===== config.mk =====
export PLATFORM = sky130hd
export DESIGN_NAME = token_bucket_limiter_unit
export DESIGN_NICKNAME = d
export VERILOG_FILES = /design/src/rtl/core/tbl_pkg.sv /design/src/rtl/core/token_bucket_limiter_unit.sv /design/src/rtl/core/tbl_front.sv /design/src/rtl/core/tbl_queue.sv /design/src/rtl/core/tbl_back.sv
export SDC_FILE = /design/constraint.sdc
export NUM_CORES = 2
export LEC_CHECK = 0
export BUFFER_PORTS_ARGS = -buffer_cell sky130_fd_sc_hd__clkbuf_2
export CAP_MARGIN = 5
export CELL_PAD_IN_SITES_DETAIL_PLACEMENT = 0
export CELL_PAD_IN_SITES_GLOBAL_PLACEMENT = 1
export CORE_UTILIZATION = 56
export DETAILED_ROUTE_END_ITERATION = 10
export GPL_ROUTABILITY_DRIVEN = 1
export PLACE_DENSITY = 0.94
export SLEW_MARGIN = 20
export SYNTH_ARGS = -nofsm -noshare
export SYNTH_HDL_FRONTEND = slang
export SYNTH_SLANG_ARGS = --single-unit

===== constraint.sdc =====
create_clock -name clk_i -period 13.02 [get_ports clk_i]
set_input_delay 1.953 -clock clk_i [delete_from_list [all_inputs] [get_ports clk_i]]
set_output_delay 1.953 -clock clk_i [all_outputs]
set_load 0.02 [all_outputs]

===== src/rtl/core/tbl_pkg.sv =====
// Shared types and constants for the token bucket limiter.
`timescale 1ns / 1ps
package tbl_pkg;

  localparam int unsigned FIELD_W     = 32;
  localparam int unsigned TOKEN_WIDTH = 32;
  localparam int unsigned FRAC_BITS   = 16;

  // Register values after reset: one token per tick, sixteen tokens of burst
  localparam logic [FIELD_W-1:0] RATE_RST  = FIELD_W'(32'd1 << FRAC_BITS);
  localparam logic [FIELD_W-1:0] BURST_RST = FIELD_W'(32'd16 << FRAC_BITS);

  // Configuration register indexes
  localparam logic [1:0] REG_TOKEN_RATE     = 2'd0;
  localparam logic [1:0] REG_BURST_SIZE     = 2'd1;
  localparam logic [1:0] REG_INITIAL_TOKENS = 2'd2;
  localparam logic [1:0] REG_START_FULL     = 2'd3;

  // One classified decision, passed from the front end to the back end
  typedef struct packed {
    logic               granted;
    logic [FIELD_W-1:0] avail;
    logic [FIELD_W-1:0] need;
    logic               div_en;
    logic               sat;
  } tbl_entry_t;

endpackage


===== src/rtl/core/token_bucket_limiter_unit.sv =====
// Top level of the token bucket limiter: front end, decision queue, back end.
`timescale 1ns / 1ps
//
//  channel  direction  handshake                payload
//  in       sink       in_valid_i/in_stall_o    elapsed_ticks_i, request_tokens_i
//  out      source     out_valid_o/out_stall_i  granted_o, available_tokens_o, wait_ticks_o
//  cfg      sink       cfg_valid_i/cfg_ready_o  cfg_index_i, cfg_data_i
//
//  The front end takes one item per cycle while the decision queue has room; the
//  refill multiply is registered, the level update and grant use it at the push.
//  A granted, zero or zero-rate request is registered at the output as it pops;
//  a refused request with a nonzero rate runs in the radix-2 divider for wait_ticks.
//  Reset loads the burst size as level; a stalled output holds and backs up the queue.
module token_bucket_limiter_unit #(
  parameter int unsigned QUEUE_DEPTH = 4
) (
  input  logic        clk_i,
  input  logic        rst_ni,
  input  logic        in_valid_i,
  output logic        in_stall_o,
  input  logic [31:0] elapsed_ticks_i,
  input  logic [31:0] request_tokens_i,
  output logic        out_valid_o,
  input  logic        out_stall_i,
  output logic        granted_o,
  output logic [31:0] available_tokens_o,
  output logic [31:0] wait_ticks_o,
  input  logic        cfg_valid_i,
  output logic        cfg_ready_o,
  input  logic [1:0]  cfg_index_i,
  input  logic [31:0] cfg_data_i
);
  import tbl_pkg::*;

  logic        push, full, pop, empty;
  logic [31:0] token_rate;
  tbl_entry_t  push_entry, pop_entry;

  // Refill and decide, one transfer per cycle while the queue has room
  tbl_front u_front (
    .clk_i            (clk_i),
    .rst_ni           (rst_ni),
    .in_valid_i       (in_valid_i),
    .in_stall_o       (in_stall_o),
    .elapsed_ticks_i  (elapsed_ticks_i),
    .request_tokens_i (request_tokens_i),
    .cfg_valid_i      (cfg_valid_i),
    .cfg_ready_o      (cfg_ready_o),
    .cfg_index_i      (cfg_index_i),
    .cfg_data_i       (cfg_data_i),
    .token_rate_o     (token_rate),
    .push_o           (push),
    .push_entry_o     (push_entry),
    .full_i           (full)
  );

  // Hold decisions while the divider is busy or the output is stalled
  tbl_queue #(
    .DEPTH (QUEUE_DEPTH)
  ) u_queue (
    .clk_i        (clk_i),
    .rst_ni       (rst_ni),
    .push_i       (push),
    .push_entry_i (push_entry),
    .full_o       (full),
    .pop_i        (pop),
    .pop_entry_o  (pop_entry),
    .empty_o      (empty)
  );

  // Work out the wait time and drive the result transfer
  tbl_back u_back (
    .clk_i              (clk_i),
    .rst_ni             (rst_ni),
    .token_rate_i       (token_rate),
    .empty_i            (empty),
    .pop_o              (pop),
    .entry_i            (pop_entry),
    .out_valid_o        (out_valid_o),
    .out_stall_i        (out_stall_i),
    .granted_o          (granted_o),
    .available_tokens_o (available_tokens_o),
    .wait_ticks_o       (wait_ticks_o)
  );

endmodule


===== src/rtl/core/tbl_front.sv =====
// Front end: configuration registers, bucket level, refill and grant decision.
`timescale 1ns / 1ps
module tbl_front (
  input  logic                 clk_i,
  input  logic                 rst_ni,
  input  logic                 in_valid_i,
  output logic                 in_stall_o,
  input  logic [31:0]          elapsed_ticks_i,
  input  logic [31:0]          request_tokens_i,
  input  logic                 cfg_valid_i,
  output logic                 cfg_ready_o,
  input  logic [1:0]           cfg_index_i,
  input  logic [31:0]          cfg_data_i,
  output logic [31:0]          token_rate_o,
  output logic                 push_o,
  output tbl_pkg::tbl_entry_t  push_entry_o,
  input  logic                 full_i
);
  import tbl_pkg::*;

  localparam int unsigned PW = 2 * FIELD_W;

  logic [FIELD_W-1:0]     rate_q, rate_d;
  logic [FIELD_W-1:0]     burst_q, burst_d;
  logic [FIELD_W-1:0]     init_q, init_d;
  logic                   start_full_q, start_full_d;
  logic [TOKEN_WIDTH-1:0] level_q, level_d;

  logic                   busy_q;
  logic [PW-1:0]          prod_q;
  logic [FIELD_W-1:0]     req_q;

  logic                   accept, cfg_wr;
  logic [TOKEN_WIDTH-1:0] cap, room, refilled, reload, after;
  logic                   fill_to_cap, req_nz, grant;

  assign cfg_ready_o  = 1'b1;
  assign cfg_wr       = cfg_valid_i & cfg_ready_o;
  assign push_o       = busy_q & ~full_i;
  assign in_stall_o   = busy_q & full_i;
  assign accept       = in_valid_i & ~in_stall_o;
  assign token_rate_o = rate_q;

  // Register writes
  always_comb begin
    rate_d       = rate_q;
    burst_d      = burst_q;
    init_d       = init_q;
    start_full_d = start_full_q;
    if (cfg_wr) begin
      case (cfg_index_i)
        REG_TOKEN_RATE:     rate_d       = cfg_data_i;
        REG_BURST_SIZE:     burst_d      = cfg_data_i;
        REG_INITIAL_TOKENS: init_d       = cfg_data_i;
        REG_START_FULL:     start_full_d = cfg_data_i[0];
        default:            rate_d       = rate_q;
      endcase
    end
  end

  assign reload = start_full_d ? burst_d : init_d;

  // Refill clamped at the capacity, then grant
  assign cap         = burst_q;
  assign room        = cap - level_q;
  assign fill_to_cap = (level_q >= cap) || (prod_q >= PW'(room));
  assign refilled    = fill_to_cap ? cap : level_q + prod_q[TOKEN_WIDTH-1:0];

  assign req_nz = req_q != '0;
  assign grant  = req_nz && (refilled >= req_q);
  assign after  = grant ? refilled - req_q : refilled;

  always_comb begin
    push_entry_o.granted = grant;
    push_entry_o.avail   = after;
    push_entry_o.need    = req_q - refilled;
    push_entry_o.div_en  = req_nz && !grant && (rate_q != '0);
    push_entry_o.sat     = req_nz && !grant && (rate_q == '0);
  end

  always_comb begin
    level_d = level_q;
    if (cfg_wr) begin
      level_d = reload;
    end else if (push_o) begin
      level_d = after;
    end
  end

  always_ff @(posedge clk_i or negedge rst_ni) begin
    if (!rst_ni) begin
      rate_q       <= RATE_RST;
      burst_q      <= BURST_RST;
      init_q       <= '0;
      start_full_q <= 1'b1;
      level_q      <= BURST_RST;
      busy_q       <= 1'b0;
    end else begin
      rate_q       <= rate_d;
      burst_q      <= burst_d;
      init_q       <= init_d;
      start_full_q <= start_full_d;
      level_q      <= level_d;
      if (accept) begin
        busy_q <= 1'b1;
      end else if (push_o) begin
        busy_q <= 1'b0;
      end
    end
  end

  // Product and request of the item in flight
  always_ff @(posedge clk_i) begin
    if (accept) begin
      prod_q <= PW'(elapsed_ticks_i) * PW'(token_rate_o);
      req_q  <= request_tokens_i;
    end
  end

endmodule


===== src/rtl/core/tbl_queue.sv =====
// Short decision queue between the front end and the back end.
`timescale 1ns / 1ps
module tbl_queue #(
  parameter int unsigned DEPTH = 4
) (
  input  logic                clk_i,
  input  logic                rst_ni,
  input  logic                push_i,
  input  tbl_pkg::tbl_entry_t push_entry_i,
  output logic                full_o,
  input  logic                pop_i,
  output tbl_pkg::tbl_entry_t pop_entry_o,
  output logic                empty_o
);
  import tbl_pkg::*;

  localparam int unsigned PTR_W = (DEPTH > 1) ? $clog2(DEPTH) : 1;
  localparam int unsigned CNT_W = $clog2(DEPTH + 1);

  tbl_entry_t       slots_q [DEPTH];
  logic [PTR_W-1:0] wr_ptr_q, rd_ptr_q;
  logic [CNT_W-1:0] count_q;

  assign full_o      = count_q == CNT_W'(DEPTH);
  assign empty_o     = count_q == '0;
  assign pop_entry_o = slots_q[rd_ptr_q];

  always_ff @(posedge clk_i) begin
    if (push_i) begin
      slots_q[wr_ptr_q] <= push_entry_i;
    end
  end

  always_ff @(posedge clk_i or negedge rst_ni) begin
    if (!rst_ni) begin
      wr_ptr_q <= '0;
      rd_ptr_q <= '0;
      count_q  <= '0;
    end else begin
      if (push_i) begin
        wr_ptr_q <= (wr_ptr_q == PTR_W'(DEPTH - 1)) ? '0 : wr_ptr_q + 1'b1;
      end
      if (pop_i) begin
        rd_ptr_q <= (rd_ptr_q == PTR_W'(DEPTH - 1)) ? '0 : rd_ptr_q + 1'b1;
      end
      case ({push_i, pop_i})
        2'b10:   count_q <= count_q + 1'b1;
        2'b01:   count_q <= count_q - 1'b1;
        default: count_q <= count_q;
      endcase
    end
  end

  a_no_push_full: assert property (@(posedge clk_i) disable iff (!rst_ni)
    push_i |-> !full_o) else $error("push into full decision queue");
  a_no_pop_empty: assert property (@(posedge clk_i) disable iff (!rst_ni)
    pop_i |-> !empty_o) else $error("pop from empty decision queue");

endmodule


===== src/rtl/core/tbl_back.sv =====
// Back end: radix-2 wait-time divider and output register.
`timescale 1ns / 1ps
module tbl_back (
  input  logic                clk_i,
  input  logic                rst_ni,
  input  logic [31:0]         token_rate_i,
  input  logic                empty_i,
  output logic                pop_o,
  input  tbl_pkg::tbl_entry_t entry_i,
  output logic                out_valid_o,
  input  logic                out_stall_i,
  output logic                granted_o,
  output logic [31:0]         available_tokens_o,
  output logic [31:0]         wait_ticks_o
);
  import tbl_pkg::*;

  localparam int unsigned DIV_STEPS = FIELD_W;
  localparam int unsigned CNT_W     = $clog2(DIV_STEPS);

  logic               div_busy_q, out_valid_q;
  logic [CNT_W-1:0]   cnt_q;
  logic [FIELD_W-1:0] rem_q, quot_q, avail_hold_q;
  logic               granted_q;
  logic [FIELD_W-1:0] avail_q, wait_q;

  logic               out_free, last, step, finish;
  logic [FIELD_W:0]   rem_sh, trial;
  logic               ge;
  logic [FIELD_W-1:0] rem_nx, quot_nx;

  assign out_free = ~out_valid_q | ~out_stall_i;
  assign last     = cnt_q == CNT_W'(DIV_STEPS - 1);
  assign step     = div_busy_q & (~last | out_free);
  assign finish   = div_busy_q & last & out_free;
  assign pop_o    = ~empty_i & ~div_busy_q & out_free;

  assign rem_sh  = {rem_q, quot_q[FIELD_W-1]};
  assign trial   = rem_sh - {1'b0, token_rate_i};
  assign ge      = rem_sh >= {1'b0, token_rate_i};
  assign rem_nx  = ge ? trial[FIELD_W-1:0] : rem_sh[FIELD_W-1:0];
  assign quot_nx = {quot_q[FIELD_W-2:0], ge};

  always_ff @(posedge clk_i or negedge rst_ni) begin
    if (!rst_ni) begin
      div_busy_q  <= 1'b0;
      out_valid_q <= 1'b0;
      cnt_q       <= '0;
    end else begin
      if (pop_o && entry_i.div_en) begin
        div_busy_q <= 1'b1;
        cnt_q      <= '0;
      end else if (finish) begin
        div_busy_q <= 1'b0;
      end else if (step) begin
        cnt_q <= cnt_q + 1'b1;
      end
      if (finish || (pop_o && !entry_i.div_en)) begin
        out_valid_q <= 1'b1;
      end else if (!out_stall_i) begin
        out_valid_q <= 1'b0;
      end
    end
  end

  always_ff @(posedge clk_i) begin
    if (pop_o && entry_i.div_en) begin
      rem_q        <= '0;
      quot_q       <= entry_i.need;
      avail_hold_q <= entry_i.avail;
    end else if (step) begin
      rem_q  <= rem_nx;
      quot_q <= quot_nx;
    end
    if (finish) begin
      granted_q <= 1'b0;
      avail_q   <= avail_hold_q;
      wait_q    <= quot_nx;
    end else if (pop_o && !entry_i.div_en) begin
      granted_q <= entry_i.granted;
      avail_q   <= entry_i.avail;
      wait_q    <= entry_i.sat ? '1 : '0;
    end
  end

  assign out_valid_o        = out_valid_q;
  assign granted_o          = granted_q;
  assign available_tokens_o = avail_q;
  assign wait_ticks_o       = wait_q;

  a_grant_no_wait: assert property (@(posedge clk_i) disable iff (!rst_ni)
    (out_valid_o && granted_o) |-> (wait_ticks_o == '0))
    else $error("granted result carries a wait time");
  a_div_nonzero: assert property (@(posedge clk_i) disable iff (!rst_ni)
    div_busy_q |-> (token_rate_i != '0)) else $error("divide by zero rate");
  a_no_pop_busy: assert property (@(posedge clk_i) disable iff (!rst_ni)
    (pop_o && entry_i.div_en) |=> (div_busy_q && !out_valid_o) || $past(out_valid_q))
    else $error("divider start lost");

endmodule

==> impl_metrics.ini <==
[run_status]
outcome = finished, final reports clean

[grt]
antenna_found_initial = 2
grt_overflow = 0
grt_max_degree = 71
grt_usage = 0.324
grt_pass1_vias = 51700
grt_pass1_wl_um = 301000

[clocking]
cts.clk_slew.worst_paths_ns = 0.07
clkLatencyLatePin_ns = 0.65
cts_made_buffers = 68
clockBufferDepth = 3
tritoncts = built
htreeDepth = 3
cts.repair.resized = 0
cts_root_buf = clkbuf_16
post-cts-setup-buffer-count = 0
holdBufCountCts = 0
cts.sinks = 669

[critical_path]
crit_slowest_cell = a211oi_1
path_class = flip-flop to flip-flop
cpMostUsedCell = mux2i_1
timing.rr.end = u_front.level_q[0]
cp_max_fo = 36
worstPathRequired_ns = 13.57
worst_setup_path_start_kind = flip-flop
reg2reg_slack_ns = 2.86
end_kind = flip-flop
r2r-start = u_front.level_q[1]
critPathMaxStageDelay_ns = 1.04
reg2reg_depth = 34
arrival_ns = 10.70

[synthesis]
synth.area.mux_share = 0.0539
synth_compound_area_frac = 0.0805
synth_flop_cell = edfxtp_1
syn-mean-instance-area_um2 = 10.0
synthSimpleGateAreaFrac = 0.124
synth_top_family_by_area = adder cells
synthAdderAreaFrac = 0.351
synth-edff-count = 492
synthCells = 6767
syn-num-nets = 8233
netlist_area_um2 = 67900
ys_ff_latch = 669
seq_area_frac_synth = 0.280
ys_types = 91
synth_xor_area_frac = 0.0257
async_flop_share = 0.215
yosysWarnings = 0

[timing]
relSlewSlack = 0.150
finalMaxSlewViolations = 0
finalHoldViolCount = 0
final.min_clock_period_ns = 10.16
fmax_mhz = 98.5
setup_viol = 0
finalSetupTns_ns = 0
rsz0062_at_grt = false
skew_ns = 0.0419
period_share = 0.780
tightest_slew_ns = 1.27

[die]
row_count = 127
die-area_um2 = 123000
die_y_um = 350
initial_core_util = 0.566
io_pins = 171
core_area_um2 = 120000
dieWidth_um = 350

[route]
first_iter_violations = 3746
routedWlPerCell_um = 23.2
ant_nets = 0
vias_per_cell = 5.89
drc = 0
dr.pass1.iters = 5
drt_wl_total_um = 195000
via_count = 49400

[finish]
multi_input_area_um2 = 43200
area_delta_synth_final_pct = 6.38
n_fill_cell = 9996
nets = 8179
final_layout_size_suffix_gt1_frac = 0.0800
layout_common_cells = nand2_1, inv_1, fa_1
final_common_cell = nand2_1
seq_area_um2 = 19100

[min_path]
hp-class = flip-flop to flip-flop
hold_path_startpoint = u_back.rem_q[24]
hold_end = u_back.rem_q[24]
whs_path_depth = 2

[placement]
port_buffers = 169
gp_congestion = 1.01
post-dp-hpwl_um = 147000

[job]
drv_cap = 0
through the flow:
step                      area [um2]   util  setup slack (ns)  hold slack [ns]  std cells
after global routing           72300  0.602              2.61            0.494       8377
final                          72300  0.602              2.86            0.467       8379
after detailed placement       70000  0.583              2.80            0.461       8255
after CTS                      72300  0.602              3.05            0.470       8377
after global placement         70000  0.583              2.85            0.455       8254
after floorplan                67900      -              3.97            0.444       6767
cells in the mapped netlist, types with 9 or more instances:
library cell / number / share of area
nand4_1: 48 / 0.0044
fa_1: 902 / 0.27
edfxtp_1: 492 / 0.22
dfrtp_1: 140 / 0.052
nand3_1: 53 / 0.0039
a21o_1: 176 / 0.019
mux4_2: 67 / 0.022
mux2i_1: 132 / 0.019
mux2_2: 71 / 0.012
o211ai_1: 16 / 0.0018
nor2_1: 129 / 0.0071
nand2b_1: 26 / 0.0024
xor2_1: 78 / 0.010
nor2b_1: 23 / 0.0021
buf_1: 26 / 0.0014
or2_2: 12 / 0.0011
o21bai_1: 31 / 0.0034
xnor2_1: 121 / 0.016
and3_1: 28 / 0.0026
nor3_1: 33 / 0.0024
a21oi_1: 212 / 0.016
a211oi_1: 27 / 0.0030
dfxtp_1: 33 / 0.0097
and2_1: 258 / 0.024
nor4_1: 33 / 0.0030
clkbuf_1: 320 / 0.018
o21a_1: 17 / 0.0019
o21ai_0: 167 / 0.012
nand3b_1: 9 / 0.00099
inv_1: 1171 / 0.065
a31oi_1: 35 / 0.0032
or3_1: 13 / 0.0012
o31ai_1: 15 / 0.0017
ha_1: 461 / 0.085
o21ai_1: 38 / 0.0028
nand2_1: 1199 / 0.066
worst max-delay path: cells and delay by family (launching register included):
| family | cells | cell delay [ns] |
|---|---|---|
| xor gates and xnor gates | 1 | 0.16 |
| muxes | 4 | 1.24 |
| AOI/OAI and AO/OA | 12 | 4.24 |
| DFF | 1 | 0.49 |
| buffers and inverters | 5 | 1.08 |
| adders and majority gates | 4 | 1.20 |
| and+or+nand+nor | 8 | 1.58 |
kinds of logic (layout without fill, tap and decap cells):
kind of cell,after synthesis,count (layout)
flip-flops,669,669
XOR/XNOR,199,199
other,1,3
buffers and inverters,1530,1528
AND/OR/NAND/NOR,1887,1887
AO/OA/AOI/OAI,846,846
adder cells (fa/ha/maj),1363,1363
multiplexers,272,272
cell type report:
type / instances / share of cell area
well taps: 1612 / 0.0279
flip-flops and latches: 669 / 0.264
clock inverters: 38 / 0.00625
clock buffers: 84 / 0.0250
diodes: 2 / 0.0000692
inverters: 1173 / 0.0609
repair buffers: 233 / 0.0186
multi-input cells: 4568 / 0.598
worst max path at each step:
stage | cells after the start | end | from | slack, ns
6_report | 34 | u_front.level_q[0] | u_front.level_q[1] | 2.86
5_1_grt | 34 | u_front.level_q[0] | u_front.level_q[1] | 2.61
4_1_cts | 34 | u_front.level_q[0] | u_front.level_q[1] | 3.05
3_5_place_dp | 28 | u_front.prod_q[61] | elapsed_ticks_i[26] | 2.80
3_3_place_gp | 26 | u_front.prod_q[59] | elapsed_ticks_i[24] | 2.85
2_1_floorplan | 29 | u_front.prod_q[59] | elapsed_ticks_i[26] | 3.97
sequential cells by signal, summed over array words and instances, names as in the netlist, 2 cells and up:
name / flops
u_queue.slots_q: 268
u_front.prod_q: 64
u_back.avail_hold_q: 32
u_back.available_tokens_o: 32
u_back.quot_q: 32
u_back.rem_q: 32
u_back.wait_ticks_o: 32
u_front.burst_q: 32
u_front.init_q: 32
u_front.level_q: 32
u_front.req_q: 32
u_front.token_rate_o: 32
u_back.cnt_q: 5
u_queue.count_q: 3
u_queue.rd_ptr_q: 2
u_queue.wr_ptr_q: 2
routing by layer:
| layer | GRT usage | vias up | routed length [um] |
|---|---|---|---|
| met1 | 0.396 | 25000 | 73400 |
| met5 | 0 | - | 13 |
| met4 | 0.186 | 2 | 12900 |
| met2 | 0.545 | 2265 | 94300 |
| met3 | 0.0509 | 537 | 14100 |
| li1 | - | 21600 | - |
Power is left out: the tool's default activity adds up to more than one toggle a clock period on the data nets, which glitch-free logic cannot reach.
